<file path="src/led_matrix_frame_command_sequencer_core_macros.svh">
// assertion macros for the led matrix frame command sequencer
`ifndef LED_MATRIX_FRAME_COMMAND_SEQUENCER_CORE_MACROS_SVH
`define LED_MATRIX_FRAME_COMMAND_SEQUENCER_CORE_MACROS_SVH
`ifndef SYNTHESIS
`define LMFCS_ASSERT_SAME(lbl, ante, cons) \
    lbl: assert property (@(posedge clk) disable iff (!rst_n) (ante) |-> (cons)) \
        else $error("assertion failed");
`define LMFCS_ASSERT_NEXT(lbl, ante, cons) \
    lbl: assert property (@(posedge clk) disable iff (!rst_n) (ante) |=> (cons)) \
        else $error("assertion failed");
`else
`define LMFCS_ASSERT_SAME(lbl, ante, cons)
`define LMFCS_ASSERT_NEXT(lbl, ante, cons)
`endif
`endif

</file>
<file path="src/lmfcs_pkg.sv">
// shared types and constants of the led matrix frame command sequencer
package lmfcs_pkg;

    localparam int STEP_W      = 3;
    localparam int SETUP_WORDS = 4;

    typedef logic [STEP_W-1:0] step_t;

    typedef enum logic [3:0] {
        OP_SETUP        = 4'd0,
        OP_SET_ROW      = 4'd1,
        OP_SET_COL      = 4'd2,
        OP_CLEAR        = 4'd3,
        OP_RENDER       = 4'd4,
        OP_CLEAR_RENDER = 4'd5,
        OP_POWER        = 4'd6,
        OP_BRIGHT       = 4'd7,
        OP_NODECODE     = 4'd8,
        OP_ROWS         = 4'd9
    } op_t;

    typedef enum logic {
        ST_IDLE,
        ST_EMIT
    } ctrl_state_t;

    localparam logic [7:0] ADDR_ROW0   = 8'h01;
    localparam logic [7:0] ADDR_POWER  = 8'h0C;
    localparam logic [7:0] ADDR_DECODE = 8'h09;
    localparam logic [7:0] ADDR_BRIGHT = 8'h0A;
    localparam logic [7:0] ADDR_SCAN   = 8'h0B;

    localparam logic [7:0] POWER_ON       = 8'h01;
    localparam logic [7:0] BRIGHT_SETUP   = 8'h02;
    localparam logic [7:0] BRIGHT_DEFAULT = 8'h08;
    localparam logic [7:0] DECODE_OFF     = 8'h00;

    localparam logic [7:0] BRIGHT_LEVELS [4] = '{8'h02, 8'h05, 8'h08, 8'h0B};

    typedef struct packed {
        logic  take;
        logic  load;
        step_t step;
        logic  last;
    } dp_cmd_t;

    typedef struct packed {
        logic is_set_up;
        logic slot_free;
    } dp_stat_t;

    function automatic logic [7:0] bright_level(input logic [7:0] lvl);
        logic [7:0] res;
        if (lvl < 8'd4)
        begin
            res = BRIGHT_LEVELS[lvl[1:0]];
        end
        else
        begin
            res = BRIGHT_DEFAULT;
        end
        return res;
    endfunction

endpackage

</file>
<file path="src/lmfcs_intf.sv">
// command and display word channel interfaces
interface lmfcs_in_if;
    logic       valid;
    logic       ready;
    logic [3:0] op;
    logic [7:0] index;
    logic [7:0] data;

    modport source (output valid, output op, output index, output data, input ready);
    modport sink (input valid, input op, input index, input data, output ready);
endinterface

interface lmfcs_out_if;
    logic        valid;
    logic        ready;
    logic [15:0] word;
    logic        last;

    modport source (output valid, output word, output last, input ready);
    modport sink (input valid, input word, input last, output ready);
endinterface

</file>
<file path="src/lmfcs_ctrl.sv">
// controller state machine sequencing the command words of one transaction
`include "led_matrix_frame_command_sequencer_core_macros.svh"

module lmfcs_ctrl #(
    parameter int ROW_COUNT = 8
) (
    input  logic                 clk,
    input  logic                 rst_n,
    input  logic                 in_valid,
    input  logic [3:0]           in_op,
    output logic                 in_ready,
    input  lmfcs_pkg::dp_stat_t  stat,
    output lmfcs_pkg::dp_cmd_t   cmd
);

    lmfcs_pkg::ctrl_state_t state_reg, state_next;
    lmfcs_pkg::step_t       step_reg, step_next;
    lmfcs_pkg::step_t       last_idx_reg, last_idx_next;

    logic             has_words;
    lmfcs_pkg::step_t words_last;

    // word count of the incoming transaction
    always_comb
    begin
        has_words  = 1'b0;
        words_last = '0;
        case (lmfcs_pkg::op_t'(in_op))
            lmfcs_pkg::OP_SETUP:
            begin
                has_words  = 1'b1;
                words_last = lmfcs_pkg::step_t'(lmfcs_pkg::SETUP_WORDS - 1);
            end
            lmfcs_pkg::OP_RENDER, lmfcs_pkg::OP_CLEAR_RENDER:
            begin
                has_words  = stat.is_set_up;
                words_last = lmfcs_pkg::step_t'(ROW_COUNT - 1);
            end
            lmfcs_pkg::OP_POWER, lmfcs_pkg::OP_BRIGHT,
            lmfcs_pkg::OP_NODECODE, lmfcs_pkg::OP_ROWS:
            begin
                has_words = stat.is_set_up;
            end
            default:
            begin
                has_words = 1'b0;
            end
        endcase
    end

    always_comb
    begin
        state_next    = state_reg;
        step_next     = step_reg;
        last_idx_next = last_idx_reg;
        case (state_reg)
            lmfcs_pkg::ST_IDLE:
            begin
                if (in_valid && has_words)
                begin
                    state_next    = lmfcs_pkg::ST_EMIT;
                    step_next     = '0;
                    last_idx_next = words_last;
                end
            end
            lmfcs_pkg::ST_EMIT:
            begin
                if (stat.slot_free)
                begin
                    if (step_reg == last_idx_reg)
                    begin
                        state_next = lmfcs_pkg::ST_IDLE;
                    end
                    else
                    begin
                        step_next = step_reg + lmfcs_pkg::step_t'(1);
                    end
                end
            end
            default:
            begin
                state_next = lmfcs_pkg::ST_IDLE;
            end
        endcase
    end

    always_comb
    begin
        in_ready  = 1'b0;
        cmd.take  = 1'b0;
        cmd.load  = 1'b0;
        cmd.step  = step_reg;
        cmd.last  = (step_reg == last_idx_reg);
        case (state_reg)
            lmfcs_pkg::ST_IDLE:
            begin
                in_ready = 1'b1;
                cmd.take = in_valid;
            end
            lmfcs_pkg::ST_EMIT:
            begin
                cmd.load = stat.slot_free;
            end
            default:
            begin
                in_ready = 1'b0;
            end
        endcase
    end

    always_ff @(posedge clk or negedge rst_n)
    begin
        if (!rst_n)
        begin
            state_reg    <= lmfcs_pkg::ST_IDLE;
            step_reg     <= '0;
            last_idx_reg <= '0;
        end
        else
        begin
            state_reg    <= state_next;
            step_reg     <= step_next;
            last_idx_reg <= last_idx_next;
        end
    end

    `LMFCS_ASSERT_SAME(a_take_load_apart, cmd.take, !cmd.load)
    `LMFCS_ASSERT_SAME(a_load_needs_slot, cmd.load, stat.slot_free)
    `LMFCS_ASSERT_NEXT(a_last_ends, cmd.load && cmd.last, state_reg == lmfcs_pkg::ST_IDLE)
    `LMFCS_ASSERT_SAME(a_step_bound, state_reg == lmfcs_pkg::ST_EMIT, step_reg <= last_idx_reg)

endmodule

</file>
<file path="src/lmfcs_dp.sv">
// datapath with frame buffer, setup flag, word builder and output register
module lmfcs_dp #(
    parameter int ROW_COUNT = 8,
    parameter int COL_COUNT = 8
) (
    input  logic                clk,
    input  logic                rst_n,
    input  logic [3:0]          in_op,
    input  logic [7:0]          in_index,
    input  logic [7:0]          in_data,
    input  lmfcs_pkg::dp_cmd_t  cmd,
    output lmfcs_pkg::dp_stat_t stat,
    output logic                out_valid,
    input  logic                out_ready,
    output logic [15:0]         out_word,
    output logic                out_last
);

    logic [COL_COUNT-1:0] frame_reg [ROW_COUNT];
    logic [COL_COUNT-1:0] frame_next [ROW_COUNT];
    logic                 set_up_reg, set_up_next;
    lmfcs_pkg::op_t       op_reg;
    logic [7:0]           data_reg;
    logic                 out_valid_reg;
    logic [15:0]          word_reg, word_next;
    logic                 last_reg;
    logic [COL_COUNT-1:0] row_sel;
    logic                 slot_free;

    assign slot_free      = !out_valid_reg || out_ready;
    assign stat.slot_free = slot_free;
    assign stat.is_set_up = set_up_reg;

    always_comb
    begin
        frame_next  = frame_reg;
        set_up_next = set_up_reg;
        if (cmd.take)
        begin
            case (lmfcs_pkg::op_t'(in_op))
                lmfcs_pkg::OP_SETUP:
                begin
                    set_up_next = 1'b1;
                end
                lmfcs_pkg::OP_SET_ROW:
                begin
                    for (int r = 0; r < ROW_COUNT; r++)
                    begin
                        if (in_index == 8'(r))
                        begin
                            frame_next[r] = in_data[COL_COUNT-1:0];
                        end
                    end
                end
                lmfcs_pkg::OP_SET_COL:
                begin
                    for (int r = 0; r < ROW_COUNT; r++)
                    begin
                        for (int c = 0; c < COL_COUNT; c++)
                        begin
                            if (in_index == 8'(COL_COUNT - 1 - c))
                            begin
                                frame_next[r][c] = in_data[ROW_COUNT-1-r];
                            end
                        end
                    end
                end
                lmfcs_pkg::OP_CLEAR, lmfcs_pkg::OP_CLEAR_RENDER:
                begin
                    for (int r = 0; r < ROW_COUNT; r++)
                    begin
                        frame_next[r] = '0;
                    end
                end
                default:
                begin
                    set_up_next = set_up_reg;
                end
            endcase
        end
    end

    always_comb
    begin
        row_sel = '0;
        for (int r = 0; r < ROW_COUNT; r++)
        begin
            if (cmd.step == lmfcs_pkg::step_t'(r))
            begin
                row_sel = frame_reg[r];
            end
        end
    end

    always_comb
    begin
        word_next = '0;
        case (op_reg)
            lmfcs_pkg::OP_SETUP:
            begin
                case (cmd.step)
                    3'd0:    word_next = {lmfcs_pkg::ADDR_POWER, lmfcs_pkg::POWER_ON};
                    3'd1:    word_next = {lmfcs_pkg::ADDR_BRIGHT, lmfcs_pkg::BRIGHT_SETUP};
                    3'd2:    word_next = {lmfcs_pkg::ADDR_DECODE, lmfcs_pkg::DECODE_OFF};
                    default: word_next = {lmfcs_pkg::ADDR_SCAN, 8'(ROW_COUNT - 1)};
                endcase
            end
            lmfcs_pkg::OP_RENDER, lmfcs_pkg::OP_CLEAR_RENDER:
            begin
                word_next = {lmfcs_pkg::ADDR_ROW0 + 8'(cmd.step), 8'(row_sel)};
            end
            lmfcs_pkg::OP_POWER:
            begin
                word_next = {lmfcs_pkg::ADDR_POWER, data_reg};
            end
            lmfcs_pkg::OP_BRIGHT:
            begin
                word_next = {lmfcs_pkg::ADDR_BRIGHT, lmfcs_pkg::bright_level(data_reg)};
            end
            lmfcs_pkg::OP_NODECODE:
            begin
                word_next = {lmfcs_pkg::ADDR_DECODE, lmfcs_pkg::DECODE_OFF};
            end
            lmfcs_pkg::OP_ROWS:
            begin
                word_next = {lmfcs_pkg::ADDR_SCAN,
                             (data_reg >= 8'(ROW_COUNT)) ? 8'(ROW_COUNT - 1) : data_reg};
            end
            default:
            begin
                word_next = '0;
            end
        endcase
    end

    always_ff @(posedge clk or negedge rst_n)
    begin
        if (!rst_n)
        begin
            for (int r = 0; r < ROW_COUNT; r++)
            begin
                frame_reg[r] <= '0;
            end
            set_up_reg    <= 1'b0;
            out_valid_reg <= 1'b0;
        end
        else
        begin
            frame_reg  <= frame_next;
            set_up_reg <= set_up_next;
            if (cmd.load)
            begin
                out_valid_reg <= 1'b1;
            end
            else if (out_ready)
            begin
                out_valid_reg <= 1'b0;
            end
        end
    end

    // transaction payload and output word
    always_ff @(posedge clk)
    begin
        if (cmd.take)
        begin
            op_reg   <= lmfcs_pkg::op_t'(in_op);
            data_reg <= in_data;
        end
        if (cmd.load)
        begin
            word_reg <= word_next;
            last_reg <= cmd.last;
        end
    end

    assign out_valid = out_valid_reg;
    assign out_word  = word_reg;
    assign out_last  = last_reg;

endmodule

</file>
<file path="src/led_matrix_frame_command_sequencer_core.sv">
// top level of the led matrix frame command sequencer
//
// channel   dir  payload                      handshake
// in_ch     in   op[3:0] index[7:0] data[7:0] valid/ready
// out_ch    out  word[15:0] last              valid/ready
//
// a command is taken while idle; setup then emits 4 words and, once set
// up, render and clear_render ROW_COUNT words, single-word commands 1 word,
// one per cycle unless the output stalls; no new command is taken until
// the last word is loaded; a stalled output holds the word register and
// pauses the sequence; reset clears the frame buffer and the setup flag
module led_matrix_frame_command_sequencer_core #(
    parameter int ROW_COUNT = 8,
    parameter int COL_COUNT = 8
) (
    input logic         clk,
    input logic         rst_n,
    lmfcs_in_if.sink    in_ch,
    lmfcs_out_if.source out_ch
);

    lmfcs_pkg::dp_cmd_t  cmd;
    lmfcs_pkg::dp_stat_t stat;

    lmfcs_ctrl #(
        .ROW_COUNT (ROW_COUNT)
    ) u_ctrl (
        .clk      (clk),
        .rst_n    (rst_n),
        .in_valid (in_ch.valid),
        .in_op    (in_ch.op),
        .in_ready (in_ch.ready),
        .stat     (stat),
        .cmd      (cmd)
    );

    lmfcs_dp #(
        .ROW_COUNT (ROW_COUNT),
        .COL_COUNT (COL_COUNT)
    ) u_dp (
        .clk       (clk),
        .rst_n     (rst_n),
        .in_op     (in_ch.op),
        .in_index  (in_ch.index),
        .in_data   (in_ch.data),
        .cmd       (cmd),
        .stat      (stat),
        .out_valid (out_ch.valid),
        .out_ready (out_ch.ready),
        .out_word  (out_ch.word),
        .out_last  (out_ch.last)
    );

endmodule

</file>
<file path="src/flat_wrapper.sv">
// flat-port wrapper written by rule: the top's interface ports become plain ports
module led_matrix_frame_command_sequencer_core_flat 
#(
    parameter int ROW_COUNT = 8,
    parameter int COL_COUNT = 8
)
  (clk, rst_n, in_ch_valid, in_ch_op, in_ch_index, in_ch_data, in_ch_ready, out_ch_valid, out_ch_word, out_ch_last, out_ch_ready);
  lmfcs_in_if in_ch_i ();
  lmfcs_out_if out_ch_i ();
  input logic clk;
  input logic rst_n;
  input wire logic [$bits(in_ch_i.valid)-1:0] in_ch_valid;
  input wire logic [$bits(in_ch_i.op)-1:0] in_ch_op;
  input wire logic [$bits(in_ch_i.index)-1:0] in_ch_index;
  input wire logic [$bits(in_ch_i.data)-1:0] in_ch_data;
  output wire logic [$bits(in_ch_i.ready)-1:0] in_ch_ready;
  output wire logic [$bits(out_ch_i.valid)-1:0] out_ch_valid;
  output wire logic [$bits(out_ch_i.word)-1:0] out_ch_word;
  output wire logic [$bits(out_ch_i.last)-1:0] out_ch_last;
  input wire logic [$bits(out_ch_i.ready)-1:0] out_ch_ready;
  assign in_ch_i.valid = in_ch_valid;
  assign in_ch_i.op = in_ch_op;
  assign in_ch_i.index = in_ch_index;
  assign in_ch_i.data = in_ch_data;
  assign in_ch_ready = in_ch_i.ready;
  assign out_ch_valid = out_ch_i.valid;
  assign out_ch_word = out_ch_i.word;
  assign out_ch_last = out_ch_i.last;
  assign out_ch_i.ready = out_ch_ready;
  led_matrix_frame_command_sequencer_core #(.ROW_COUNT(ROW_COUNT), .COL_COUNT(COL_COUNT)) u_core (.clk(clk), .rst_n(rst_n), .in_ch(in_ch_i), .out_ch(out_ch_i));
endmodule
</file>
<file path="config.mk">
export PLATFORM = sky130hd
export DESIGN_NAME = led_matrix_frame_command_sequencer_core_flat
export DESIGN_NICKNAME = d
export VERILOG_FILES = /design/src/lmfcs_pkg.sv /design/src/lmfcs_intf.sv /design/src/lmfcs_ctrl.sv /design/src/lmfcs_dp.sv /design/src/led_matrix_frame_command_sequencer_core.sv /design/src/flat_wrapper.sv
export VERILOG_INCLUDE_DIRS = /design/src /design/src/src
export SDC_FILE = /design/constraint.sdc
export NUM_CORES = 1
export LEC_CHECK = 0
export ABC_AREA = 1
export CAP_MARGIN = 20
export CORE_MARGIN = 2
export CORE_UTILIZATION = 52
export CTS_CLUSTER_DIAMETER = 120
export DETAILED_ROUTE_END_ITERATION = 10
export DONT_BUFFER_PORTS = 1
export GPL_TIMING_DRIVEN = 0
export PLACE_DENSITY = 0.67
export SLEW_MARGIN = 10
export SYNTH_ARGS = -nofsm -noshare
export SYNTH_HDL_FRONTEND = slang
export SYNTH_HIERARCHICAL = 1
export SYNTH_SLANG_ARGS = --single-unit
</file>
<file path="constraint.sdc">
create_clock -name clk -period 2.7 [get_ports clk]
set_input_delay 0.27 -clock clk [delete_from_list [all_inputs] [get_ports clk]]
set_output_delay 0.27 -clock clk [all_outputs]
set_load 0.005 [all_outputs]
</file>
==> results of run 1 <==
-- placed cells by master (no fill, tap or decap), types with 4 or more instances in the layout --
cell type,n
edfxtp_1,25
o21ai_1,19
nand2_1,399
dlygate4sd3_1,6
o211ai_1,5
buf_4,10
nand3_1,61
clkbuf_1,8
conb_1,4
clkbuf_16,9
dfrtp_1,72
o21ai_0,13
ha_1,8
nand4_1,8
clkinv_1,4
nor3_1,5
a21oi_1,19
inv_1,98
or2_2,4
buf_2,10
inv_2,7
nor2_1,85
-- worst max-delay path: stages (launching register included) --
cell and delay, ns:
dfrtp_1 0.49, inv_1 0.12, ha_1 0.15, clkbuf_1 0.32
buf_2 0.31, nor2_1 0.07, nand2_1 0.07, nand3_1 0.13
nand2_1 0.09, nand2_1 0.05, nand2_1 0.07, nand2_1 0.05
nand2_1 0.10, nand2_1 0.06, nand2_1 0.07, nand2_1 0.06
-- repair_timing --
item | in CTS | in global routing
setup buffers | 0 | 0
gates resized for setup | 1 | 1
hold buffers | 2 | 5
endpoints found under the setup margin | 8 | 8
hold endpoints to repair | 72 | 5
-- area by class of cell --
| type | instances | area [um2] |
|---|---|---|
| plain buffers | 28 | 164 |
| well taps | 143 | 179 |
| fillers | 1083 | 4780 |
| multi-input cells | 652 | 2840 |
| flip-flops and latches | 97 | 2550 |
| clock inverters | 4 | 20.0 |
| clock buffers | 12 | 246 |
| repair buffers | 7 | 87.6 |
| inverters | 108 | 407 |
-- worst paths after layout --
kind	start	end	slack, ns	cells past startpoint
min reg2reg	u_core/u_dp/frame_reg[28]$_DFFE_PN0P_	u_core/u_dp/frame_reg[28]$_DFFE_PN0P_	0.47	2
max reg2reg	u_core/u_ctrl/step_reg[1]$_DFFE_PN0P_	u_core/u_dp/out_word[2]$_DFFE_PP_	0.23	15
min	in_ch_op[0]	u_core/u_dp/op_reg[0]$_DFFE_PP_	0.01	0
max	u_core/u_ctrl/step_reg[1]$_DFFE_PN0P_	u_core/u_dp/out_word[2]$_DFFE_PP_	0.23	15
max in group asynchronous	rst_n	u_core/u_dp/frame_reg[9]$_DFFE_PN0P_	1.91	2
min in group asynchronous	rst_n	u_core/u_dp/frame_reg[55]$_DFFE_PN0P_	0.45	2
-- cells by family after synthesis --
logic type	after synthesis	share of synthesized area [%]
XOR/XNOR	2	0.295
flip-flops	97	42.9
buffers and inverters	137	9.64
AND/OR/NAND/NOR	573	39.0
other	1	0.0631
AO/OA/AOI/OAI	64	6.21
adder cells (fa/ha/maj)	9	1.89
-- stage by stage --
stage	setup TNS, ns	power [mW]	std cells	util [%]
6_report	0	5.52	1051	57.6
5_1_grt	0	5.93	1051	57.6
4_1_cts	0	5.50	1047	57.2
2_1_floorplan	0	3.69	886	-
3_3_place_gp	-0.511	4.21	1029	54.4
3_5_place_dp	-0.330	4.27	1029	54.4
-- per-layer routing --
metal	track usage (%)	routed length (um)
met1	40.1	7590
met2	47.1	8070
met3	4.87	1420
met4	14.4	719
met5	0	0
-- power breakdown --
part | internal (mW) | total, mW | switching, mW
registers | 2.10 | 2.39 | 0.288
clock network | 0.643 | 1.19 | 0.548
logic | 0.611 | 1.93 | 1.32
total | 3.36 | 5.52 | 2.16
==> metrics, run 1 <==
Final Net Count 936; DRC Markers 0; Mapped Area 5950 um2; post-route ant nets 0; critical-path maximum fanout 10; I/O Buffers 0; die height 111 um; max-cap viol count 0; Slew @ Worst Pin 0.742 ns; Final Max Slew Viols 0; unrepaired setup endpoints after global routing false; Initial Util 52.8%; overflow left after global routing 0; Post-synth top flop dfrtp_1; Ports 43; largest net degree at the start of global routing 73; achievable frequency 406 MHz; max FFs per register 64; kind of critical path flip-flop to flip-flop; final worst slack 0.235 ns; Area Overhead vs Synth 9.15%; WP data required 2.80 ns; first-pass GRT wire length 28.4 mm; Final min period 2.47 ns; endpoints failing hold 0; Final Instance Area 6490 um2; Syn Inst Count 883; Via density 5.51; Die ar. 12300 um2; antenna cells 0; Sink Count 97; Leakage 3.66 nW; Yosys top cell area share 30.3%; Die Wd 111 um; dominant cell type by area after synthesis dfrtp_1; final critical-path share of the clock period 91.3%; number of synthesized flops with an enable pin 25; Worst-path clk slew 0.07 ns; pre-CTS WS -0.111 ns; total core area 11300 um2; hpwl dp 12.8 mm; Initial DRC Count 537; Max Clock Skew 0.00638 ns; Post-DP Area 6140 um2; pwr/cell area 850 nW/um2; htree depth 3; Worst slew margin 50.5%; Num CTS Buffers 9; share of layout cells above drive strength 1 7.05%; Setup crit end kind flip-flop; endpoints failing setup 0; First-pass DRT Iterations 5; post-synth cell types 34; via count 5793; root buffer cell clkbuf_16; largest cells by area after synthesis dfrtp_1, nand2_1, edfxtp_1; Critical Path AT 2.56 ns; count leader, synth nand2_1; GR Util All Layers 29.8%; sequential-to-total area share from yosys stat 42.9%; Yosys warnings 6; CTS tree yes; WHS 0.00988 ns; Worst Hold Class input pin to flip-flop; crit path launch type flip-flop; Row Count 39; drt wl/cell 16.9 um; Commonest cells post-synth nand2_1, inv_1, nor2_1, dfrtp_1, nand3_1; Clock Latency Late Sink 0.35 ns; flops & latches, synth 97; async set or reset register ratio after synthesis 74.2%; vias in the first global route 5465; routed wire length 17.8 mm; clock buffer depth 2; Placer Congestion 0.982; initial antenna violation count 0; Peak VDD IR 0.508 mV; status complete, no violations; Avg Inst Size Synth 6.73 um2
(Power assumes the default switching activity.)
==> run 2, diff against run 1 <==
ABC_AREA = default   (was 1)
clock period = 2.9 ns   (was 2.7 ns; I/O delays follow)
==> metrics, run 2 <==
Fill cells 951 (-12%); drt wl/cell 24.2 um (+43%); overflow left after global routing 0 (unchanged); Final Net Count 654 (-30%); max FFs per register 64 (unchanged); root buffer cell clkbuf_16; post-synth cell types 71 (+110%); Area Overhead vs Synth 8.69%; Critical R2R Launch u_core/u_ctrl/step_reg[0]$_DFFE_PN0P_; initial antenna violation count 0 (unchanged); most common cell after layout, fill and taps aside dfrtp_1; number of synthesized flops with an enable pin 25 (unchanged); Die ar. 12500 um2 (+1.6%); Ports 43 (unchanged); Worst Hold Class input pin to flip-flop; Commonest cells post-synth dfrtp_1, o21ai_0, nor3_1, mux2_2, a21oi_1; most frequent cells in the layout dfrtp_1, o21ai_0, nor3_1; critical-path maximum fanout 10 (unchanged); WHS 0.0408 ns (+0.0309 ns); routed wire length 18.6 mm (+4.6%); largest net degree at the start of global routing 73 (unchanged); Yosys top cell area share 29.8% (-0.49 points); Peak VDD IR 0.371 mV (-27%); Hold Crit Start in_ch_op[0]; Critical Path AT 2.96 ns (+0.40 ns); die height 112 um (+0.79%); Worst slew margin 29.0% (-22 points); achievable frequency 345 MHz (-15%); first-pass GRT wire length 28.4 mm (about the same); Row Count 39 (unchanged); worst reg2reg path depth 7 (-8); antenna cells 0 (unchanged); Initial DRC Count 555 (+3.4%); unrepaired setup endpoints after global routing true; Crit. Startpoint u_core/u_ctrl/step_reg[0]$_DFFE_PN0P_; crit path launch type flip-flop; sequential-to-total area share from yosys stat 42.2% (-0.69 points); GR Util All Layers 29.6% (-0.18 points); Syn Inst Count 605 (-31%); async set or reset register ratio after synthesis 74.2% (unchanged); Seq. cell area 2550 um2 (about the same); Setup crit end kind flip-flop; First-pass DRT Iterations 6 (+1); Final Max Slew Viols 0 (unchanged); hold path depth 0 (unchanged); Yosys warnings 6 (unchanged); Sink Count 97 (unchanged); total core area 11400 um2 (+0.87%); Final min period 2.90 ns (+0.433 ns); Post CTS Setup Buffer Count 0 (unchanged); Num CTS Buffers 9 (unchanged); Via density 6.79 (+23%); clock buffer depth 2 (unchanged); area of the multi-input gates 3150 um2 (+11%); kind of critical path flip-flop to flip-flop; WP data required 2.96 ns (+0.16 ns); post-route ant nets 0 (unchanged); Die Wd 112 um (+0.79%); htree depth 3 (unchanged); Max Clock Skew 0.00440 ns (-0.00198 ns); Slew @ Worst Pin 1.05 ns (+0.309 ns); Mapped Area 6040 um2 (+1.6%); Worst-path clk slew 0.07 ns (about the same); count leader, synth dfrtp_1; largest cells by area after synthesis dfrtp_1, edfxtp_1, mux2_2; via count 5223 (-9.8%); Post-synth top flop dfrtp_1; endpoints failing setup 0 (unchanged); DP Cell Count 751 (-27%); pwr/cell area 887 nW/um2 (+4.4%); hpwl dp 13.0 mm (+1.8%); DRC Markers 0 (unchanged); vias in the first global route 4982 (-8.8%); share of layout cells above drive strength 1 20.0% (+13 points); dominant cell type by area after synthesis dfrtp_1; fin cells 769 (-27%); Clock Latency Late Sink 0.34 ns (about the same); Initial Util 53.2% (+0.41 points); Placer Congestion 0.937 (-4.6%); I/O Buffers 0 (unchanged); Leakage 2.61 nW (-29%); reg-to-reg endpoint u_core/u_dp/out_word[0]$_DFFE_PP_; hold endpoint u_core/u_dp/op_reg[0]$_DFFE_PP_; max-cap viol count 0 (unchanged); flop2flop setup slack 0.002 ns (-0.23 ns); endpoints failing hold 0 (unchanged); status complete, no violations; CTS tree yes; flops & latches, synth 97 (unchanged); final critical-path share of the clock period 99.9% (+8.6 points); Avg Inst Size Synth 9.99 um2 (+48%)
==> run 2: changes by cell type in the layout (fill, tap and decap cells not counted), sizes merged, moves of 34 or more <==
| cell | previous run | this run |
|---|---|---|
| o21ai | 33 | 67 |
| nand2 | 402 | 25 |
| nor2 | 89 | 17 |
| nand3 | 65 | 8 |
| inv | 105 | 36 |
| mux2 | 0 | 65 |
| nor3 | 5 | 60 |
==> run 2: worst max-delay path, cell delays in order (launching register included) <==
cell      delay (ns)
dfrtp_1         0.50
inv_1           0.17
ha_1            0.16
clkbuf_1        0.31
clkbuf_1        0.58
a221oi_1        0.26
o311ai_1        0.50
nand3_1         0.13
==> run 2: per-layer routing <==
| layer | track usage, % | wire [um] | vias to the layer above |
|---|---|---|---|
| met3 | 5.82 | 1860 | 60 |
| met5 | 0 | 0 | - |
| li1 | - | - | 2293 |
| met4 | 15.3 | 787 | 0 |
| met1 | 40.2 | 7550 | 2566 |
| met2 | 45.1 | 8440 | 304 |
==> run 2: how the worst max path moves through the flow <==
| stage | cells after the start | slack (ns) | end |
|---|---|---|---|
| floorplan | 7 | 0.57 | u_core/u_dp/out_word[2]$_DFFE_PP_ |
| global placement | 7 | -0.54 | u_core/u_dp/out_word[2]$_DFFE_PP_ |
| detailed placement | 7 | -0.51 | u_core/u_dp/out_word[2]$_DFFE_PP_ |
| CTS | 7 | 0.02 | u_core/u_dp/out_word[2]$_DFFE_PP_ |
| global route | 7 | -0.03 | u_core/u_dp/out_word[0]$_DFFE_PP_ |
| finish | 7 | 0.002 | u_core/u_dp/out_word[0]$_DFFE_PP_ |
==> run 2: area by class of cell <==
type / count / area share [%]
repair buffers: 2 / 0.571
flip-flops and latches: 97 / 38.9
clock buffers: 10 / 3.81
inverters: 37 / 2.13
well taps: 143 / 2.72
multi-input cells: 430 / 48.0
clock inverters: 6 / 0.476
plain buffers: 44 / 3.41
==> run 2: stage by stage <==
stage,power [mW],util [%],setup slack [ns],instance area [um2],setup TNS [ns]
after floorplan,3.86,-,0.567,6060,0
after global placement,4.48,54.8,-0.543,6230,-2.04
after detailed placement,4.56,54.8,-0.509,6230,-1.92
after CTS,5.75,57.7,0.0199,6560,0
after global routing,6.11,57.8,-0.0303,6570,-0.0352
final,5.83,57.8,0.00164,6570,0
==> run 2: cells by family (layout without fill, tap and decap cells) <==
kind of cell	after synthesis	count (layout)	synth area share (%)
compound gates	179	179	20.8
xor+xnor	1	1	0.269
fa+ha+maj	9	9	1.86
buf+inv	81	99	5.88
flops	97	97	42.2
mux	65	65	12.1
other cells	1	4	0.0620
simple gates	172	172	16.8
==> run 2: power by group <==
| part | leakage [nW] | switching [mW] | internal, mW | total (mW) |
|---|---|---|---|---|
| clock network | 0.132 | 0.507 | 0.623 | 1.13 |
| logic | 1.36 | 1.31 | 0.935 | 2.24 |
| registers | 1.12 | 0.418 | 2.03 | 2.45 |
==> run 2: what timing repair did <==
action / CTS / global route
pin swaps: 0 / 0
hold buffers: 2 / 0
gates cloned: 0 / 0
setup endpoints to repair: 8 / 5
gates resized for setup: 9 / 6
endpoints found under the hold margin: 72 / 0
==> run 3, diff against run 2 <==
ABC_AREA = 1   (was default)
==> metrics, run 3 (synthesis gave the netlist of run 1 again) <==
most common cell after layout, fill and taps aside nand2_1; Crit. Startpoint u_core/u_ctrl/step_reg[2]$_DFFE_PN0P_; DRC Markers 0 (unchanged); vias in the first global route 5465 (+9.7%); first-pass GRT wire length 28.4 mm (about the same); Fill cells 1089 (+15%); Worst Setup EP u_core/u_dp/out_word[4]$_DFFE_PP_; Initial DRC Count 598 (+7.7%); First-pass DRT Iterations 6 (unchanged); Slowest cell on crit path ha_1; worst reg2reg path depth 14 (+7); pre-CTS WS 0.0887 ns (+0.598 ns); Worst-path clk slew 0.07 ns (about the same); Leakage 3.64 nW (+39%); Setup crit end kind flip-flop; total negative slack 0 ns (unchanged); Critical Path, Cell by Cell buf_2 > clkinv_1 > ha_1 > clkinvlp_4 > nand2_1 > inv_1 > nand2_1 > nand2_1 > nand2_1 > nand2_1 > nand2_1 > nand2_1 > nand2_1 > nand2_1; max-cap viol count 0 (unchanged); fin cells 1046 (+36%); Die Wd 111 um (-0.78%); Slew @ Worst Pin 0.724 ns (-0.327 ns); GR Util All Layers 29.8% (+0.18 points); Die ar. 12300 um2 (-1.6%); CTS tree yes; Critical Path AT 2.78 ns (-0.18 ns); die height 111 um (-0.78%); hpwl dp 12.8 mm (-1.8%); Hold Crit Start in_ch_op[0]; most used cell, CP nand2_1; status complete, no violations; htree depth 3 (unchanged); Final min period 2.67 ns (-0.229 ns); routed wire length 17.7 mm (-5.0%); max FFs per register 64 (unchanged); metal2 WL 8.08 mm (-4.3%); Final Power 5.12 mW (-12%); unrepaired setup endpoints after global routing false; Via density 5.50 (-19%); Num CTS Buffers 9 (unchanged); total core area 11300 um2 (-0.86%); antenna cells 0 (unchanged); crit path launch type flip-flop; I/O Buffers 0 (unchanged); Ports 43 (unchanged); met3 WL 1.37 mm (-26%); largest net degree at the start of global routing 73 (unchanged); post-route ant nets 0 (unchanged); final critical-path share of the clock period 92.0% (-7.9 points); root buffer cell clkbuf_16; clock buffer depth 2 (unchanged); initial antenna violation count 0 (unchanged); Placer Congestion 0.982 (+4.8%); reg-to-reg endpoint u_core/u_dp/out_word[4]$_DFFE_PP_; Critical R2R Launch u_core/u_ctrl/step_reg[2]$_DFFE_PN0P_; via count 5757 (+10%); kind of critical path flip-flop to flip-flop; pwr/cell area 795 nW/um2 (-10%); Clock Latency Late Sink 0.35 ns (about the same); overflow left after global routing 0 (unchanged); drt wl/cell 16.9 um (-30%); Post-DP Area 6140 um2 (-1.6%); share of layout cells above drive strength 1 6.98% (-13 points); final worst slack 0.231 ns (+0.229 ns); DP Cell Count 1029 (+37%); uppermost routed layer met4; Area Overhead vs Synth 8.31%; Peak VDD IR 0.478 mV (+29%); Final Max Slew Viols 0 (unchanged); Final Net Count 931 (+42%); critical-path maximum fanout 10 (unchanged); Worst slew margin 51.8% (+23 points); flop2flop setup slack 0.23 ns (+0.23 ns); Worst Hold Class input pin to flip-flop; WL met1 7.54 mm (about the same); most frequent cells in the layout nand2_1, inv_1, nor2_1; Row Count 39 (unchanged); achievable frequency 375 MHz (+8.6%); CP max stage delay 0.49 ns (-0.09 ns); WP data required 3.01 ns (+0.05 ns); Max Clock Skew 0.00712 ns (+0.00272 ns); Sink Count 97 (unchanged); endpoints failing hold 0 (unchanged); Final Instance Area 6440 um2 (-2.0%); Initial Util 52.8% (-0.41 points); endpoints failing setup 0 (unchanged)
## run 3: cell count changes in the layout (fill, tap and decap cells not counted), moves of 18 or more
cell | previous run | this run
nand2_1 | 25 | 399
nor2_1 | 17 | 85
inv_1 | 34 | 98
nor3_1 | 60 | 5
mux2_2 | 53 | 0
nand3_1 | 8 | 61
o21ai_0 | 66 | 13
clkbuf_1 | 26 | 8
o21ai_1 | 1 | 19
## run 3: worst max-delay path, delay by kind of cell (launching register included)
family / cells / cell delay, ns
buffers and inverters: 4 / 0.78
AND/OR/NAND/NOR: 9 / 0.72
adder cells (fa/ha/maj): 1 / 0.49
flip-flops: 1 / 0.44
## run 3: worst min path at each step
stage | end | slack (ns) | depth (start not counted)
2_1_floorplan | u_core/u_ctrl/last_idx_reg[1]$_DFFE_PN0P_ | -0.006 | 0
3_3_place_gp | u_core/u_dp/frame_reg[54]$_DFFE_PN0P_ | -0.003 | 0
3_5_place_dp | u_core/u_dp/frame_reg[54]$_DFFE_PN0P_ | -0.004 | 0
4_1_cts | u_core/u_dp/op_reg[2]$_DFFE_PP_ | 0.02 | 0
5_1_grt | u_core/u_dp/op_reg[2]$_DFFE_PP_ | 0.02 | 0
6_report | u_core/u_dp/op_reg[0]$_DFFE_PP_ | 0.03 | 0
## run 3: cell type report
cell class | instances | area [um2] | share of cell area [%]
sequential | 97 | 2550 | 39.6
multi-input combinational | 652 | 2830 | 44.0
clock buffer | 12 | 246 | 3.83
tap | 143 | 179 | 2.78
timing repair buffer | 2 | 37.5 | 0.583
buffer | 28 | 164 | 2.54
inverter | 108 | 409 | 6.35
clock inverter | 4 | 20.0 | 0.311
## run 3: per-stage QoR
step | hold WS, ns | util, %
2_1_floorplan | -0.00559 | -
3_3_place_gp | -0.00346 | 54.4
3_5_place_dp | -0.00401 | 54.4
4_1_cts | 0.0208 | 57.1
5_1_grt | 0.0193 | 57.1
6_report | 0.0297 | 57.1
## run 3: layer usage
metal	vias up	track usage (%)
met5	-	0
met4	0	14.4
met3	52	4.87
met2	283	47.1
met1	2671	40.1
li1	2751	-
## run 3: power breakdown
part	switching (mW)	internal (mW)	total [mW]	leakage (nW)
logic	1.23	0.563	1.79	2.37
clock network	0.508	0.599	1.11	0.128
registers	0.267	1.96	2.23	1.14
## run 3: what timing repair did
action	4_1_cts	5_1_grt
setup endpoints to repair	0	8
gates resized for setup	0	1
hold endpoints to repair	72	0
setup buffers	0	0
hold buffers	2	0
